**config.mk**
```make
export PLATFORM = sky130hd
export DESIGN_NAME = tlboa_ram
export DESIGN_NICKNAME = d
export VERILOG_FILES = /design/src/rtl/tlboa_ram.sv
export SDC_FILE = /design/constraint.sdc
export NUM_CORES = 1
export LEC_CHECK = 0
export ABC_AREA = 0
export ABC_CLOCK_PERIOD_IN_PS = 2450
export BUFFER_PORTS_ARGS = -buffer_cell sky130_fd_sc_hd__buf_2
export CORE_UTILIZATION = 45
export DETAILED_ROUTE_END_ITERATION = 12
export HOLD_SLACK_MARGIN = 0.15
export SLEW_MARGIN = 25
export SYNTH_ARGS = -nofsm -noshare
export SYNTH_HDL_FRONTEND = slang
export SYNTH_SLANG_ARGS = --single-unit
export TNS_END_PERCENT = 50
```
**constraint.sdc**
```tcl
create_clock -name clock -period 2.45 [get_ports clock]
set_input_delay 0.735 -clock clock [delete_from_list [all_inputs] [get_ports clock]]
set_output_delay 0.735 -clock clock [all_outputs]
set_load 0.03 [all_outputs]
```
**src/rtl/tlboa_ram.sv**
```systemverilog
// Generic simple dual-port RAM with registered read data.
`timescale 1ns / 1ps
module tlboa_ram #(
   parameter int WIDTH = 8,
   parameter int DEPTH = 16
) (
   input  logic                     clock,
   input  logic                     wr_en,
   input  logic [$clog2(DEPTH)-1:0] wr_addr,
   input  logic [WIDTH-1:0]         wr_data,
   input  logic [$clog2(DEPTH)-1:0] rd_addr,
   output logic [WIDTH-1:0]         rd_data
);

   logic [WIDTH-1:0] mem_ff [DEPTH];
   logic [WIDTH-1:0] rd_data_ff;

   always_ff @(posedge clock) begin
      if (wr_en) begin
         mem_ff[wr_addr] <= wr_data;
      end
      rd_data_ff <= mem_ff[rd_addr];
   end

   assign rd_data = rd_data_ff;

endmodule

```
==> flow_metrics.tcl <==
set metrics [dict create \
    run_status "completed" \
    post_synth_inst_count 229 \
    fp.dieH_um 109.0 \
    placedInstanceArea_mm2 0.005557 \
    routed_wl_per_cell_um 22.57 \
    power_per_cell_area_mw_per_mm2 871.6 \
    timing.final.hold_violations 0 \
    finish.net_count 302 \
    cts.hold.buffers_added 0 \
    finalSetupTns_ns 0 \
    r2r-start "mem_ff[2][3]" \
    cts_max_level 4 \
    floorplan.die.width_um 109.0 \
    timing.reg2reg.setup_slack_ns 1.12 \
    core_mm2 0.01098 \
    yosys.area.top_type_share_pct 74.67 \
    synth.net_count 247 \
    drt_drc_violations_left 0 \
    synth.lib_cells_used.distinct 19 \
    setup_violators_final 0 \
    peakVddDrop_uv 491.2 \
    number_of_buffer_cells_added_on_primary_ports 25 \
    place.gp.congestion 0.7476 \
    initial_utilization_pct 46.87 \
    clk_root_buffer_cell "clkbuf_16" \
    postLayoutCoreUtil_pct 55.86 \
    critPathLaunch "rd_addr[0]" \
    final_layout_size_suffix_gt1_share_pct 31.65 \
    tightest_slew_ns 0.4969 \
    final_area_mm2 0.006135 \
    wirelength_um 9863 \
    n_antenna_cell 0 \
    clock_tree_from_tritoncts "yes" \
    cp-start-kind "primary input" \
    number_of_placed_i_o_pins 26 \
    synth_area_mm2 0.005147 \
    most-common-layout-cells "edfxtp_1, buf_2, mux4_2, buf_4, clkbuf_16" \
    via_count 2412 \
    grt_use_total_pct 19.15 \
    worst_r2r_end "rd_data[3]" \
    rows 38 \
    max_freq_mhz 577.6 \
    slew_headroom_pct 66.75 \
    drt_pass1_iterations 4 \
    ant_nets 0 \
    synth-seq-cells 136 \
    reg2regPathDepth 3 \
    dieArea_mm2 0.01187 \
    drt_iter0_drc 158 \
    critical_path.endpoint_type "flop" \
    post-dp-hpwl_um 6263 \
    synth_top_area_cell "edfxtp_1" \
    post_synth_main_area_contributors "edfxtp_1, mux4_2, mux4_1" \
    crit_path_end "rd_data[3]" \
    final_min_period_over_clock_period_pct 70.67 \
    ys_warn_count 0 \
    cts.sinks 136 \
    grt-ovfl-total 0 \
    synth-seq-area-share_pct 77.78 \
    grt_start_max_net_pins 25 \
    clock_skew_ns 0.005052 \
    clkTransAtPathRegs_ns 0.06 \
    syn_area_per_cell_um2 22.48 \
    worstPathRequired_ns 2.74 \
    layout.cells.most_common "edfxtp_1" \
    grt_antenna_before_repair 0 \
    post_cts_resize_count 0 \
    grt_setup_unrepaired "no" \
    timing.setup.critical_path_class "primary input to flop" \
    cts.path.max_buffers 2 \
    cts_buffers 17 \
    hold_class "flop to flop" \
    period_needed_ns 1.731 \
    number_of_global_route_vias_before_repair 2546 \
    finalMaxSlewViolations 0 \
    post_cts.repair.setup_buffers 0 \
    worst_ep_arrival_time_ns 2.02 \
    crit_path_max_fanout 15 \
    vias_per_cell 5.519 \
    worst_skew_pair.late_latency_ns 0.41 \
    grt_first_pass_wirelength_um 15270 \
    flow.area_growth_from_synthesis_pct 19.18 \
    cap_viol_max_count 0 \
    total_leakage_power_uw 0.002084 \
]
==> worst max-delay path, stage by stage <==
cell	delay, ns
buf_2	0.16
buf_12	0.19
mux4_1	0.56
a22oi_1	0.28
nand2_1	0.08
==> cell families after synthesis <==
logic type / synth area share [%]
simple gates: 3.184
buf+inv: 1.677
compound gates: 2.334
mux: 15.02
flops: 77.78
==> routing by layer <==
| metal | part of all wire, % | GRT usage, % |
|---|---|---|
| met3 | 5.2 | 5.559 |
| met1 | 43 | 25.59 |
| met5 | 0 | 0 |
| met4 | 1.0 | 6.371 |
| met2 | 50 | 30.28 |
==> power breakdown <==
part | switching [µW] | total, µW | internal, µW
Sequential | 14.6 | 2620 | 2600
Clock | 957 | 2460 | 1500
Combinational | 162 | 272 | 109
Total | 1130 | 5350 | 4210
==> worst min-delay path by stage <==
stage / from / end / cells past startpoint
3_5_place_dp: mem_ff[11][1] / rd_data[1] / 3
5_1_grt: wr_data[2] / mem_ff[1][2] / 1
3_3_place_gp: mem_ff[14][5] / rd_data[5] / 3
4_1_cts: mem_ff[11][5] / rd_data[5] / 3
6_report: mem_ff[11][1] / rd_data[1] / 3
2_1_floorplan: mem_ff[7][0] / rd_data[0] / 3
==> cell usage after synthesis <==
cell type,n
edfxtp_1,128
nor2_1,13
nor3_1,4
nand3_1,1
mux4_1,14
clkdlybuf4s25_2,3
nor2b_1,1
buf_6,3
nand2b_1,2
or3b_2,1
dfxtp_1,8
and2b_1,1
buf_2,3
buf_4,1
nand2_1,9
nand3b_1,2
mux4_2,18
a22oi_1,16
and2_1,1
==> registers in the layout, indices dropped and copies added, names as in the netlist <==
signal and flops:
rd_data 8, mem_ff 128
==> per-stage QoR <==
| step | total power (µW) | setup slack [ns] | instances | hold WS [ns] |
|---|---|---|---|---|
| after floorplan | 2824 | 0.2221 | 229 | 0.6293 |
| after detailed placement | 2942 | 0.2690 | 405 | 0.6705 |
| after global routing | 5512 | 0.6316 | 437 | 0.7040 |
| after global placement | 2934 | 0.2814 | 405 | 0.6535 |
| final | 5347 | 0.7187 | 437 | 0.6778 |
| after CTS | 5389 | 0.6869 | 437 | 0.6838 |
==> area by class of cell <==
cell class | count | area, µm²
fill | 832 | 4848
multi-input combinational | 83 | 1057
clock buffer | 18 | 429.2
clock inverter | 14 | 148.9
timing repair buffer | 46 | 320.3
tap | 140 | 175.2
sequential | 136 | 4004
No activity file was read; power rests on OpenSTA's default activity.
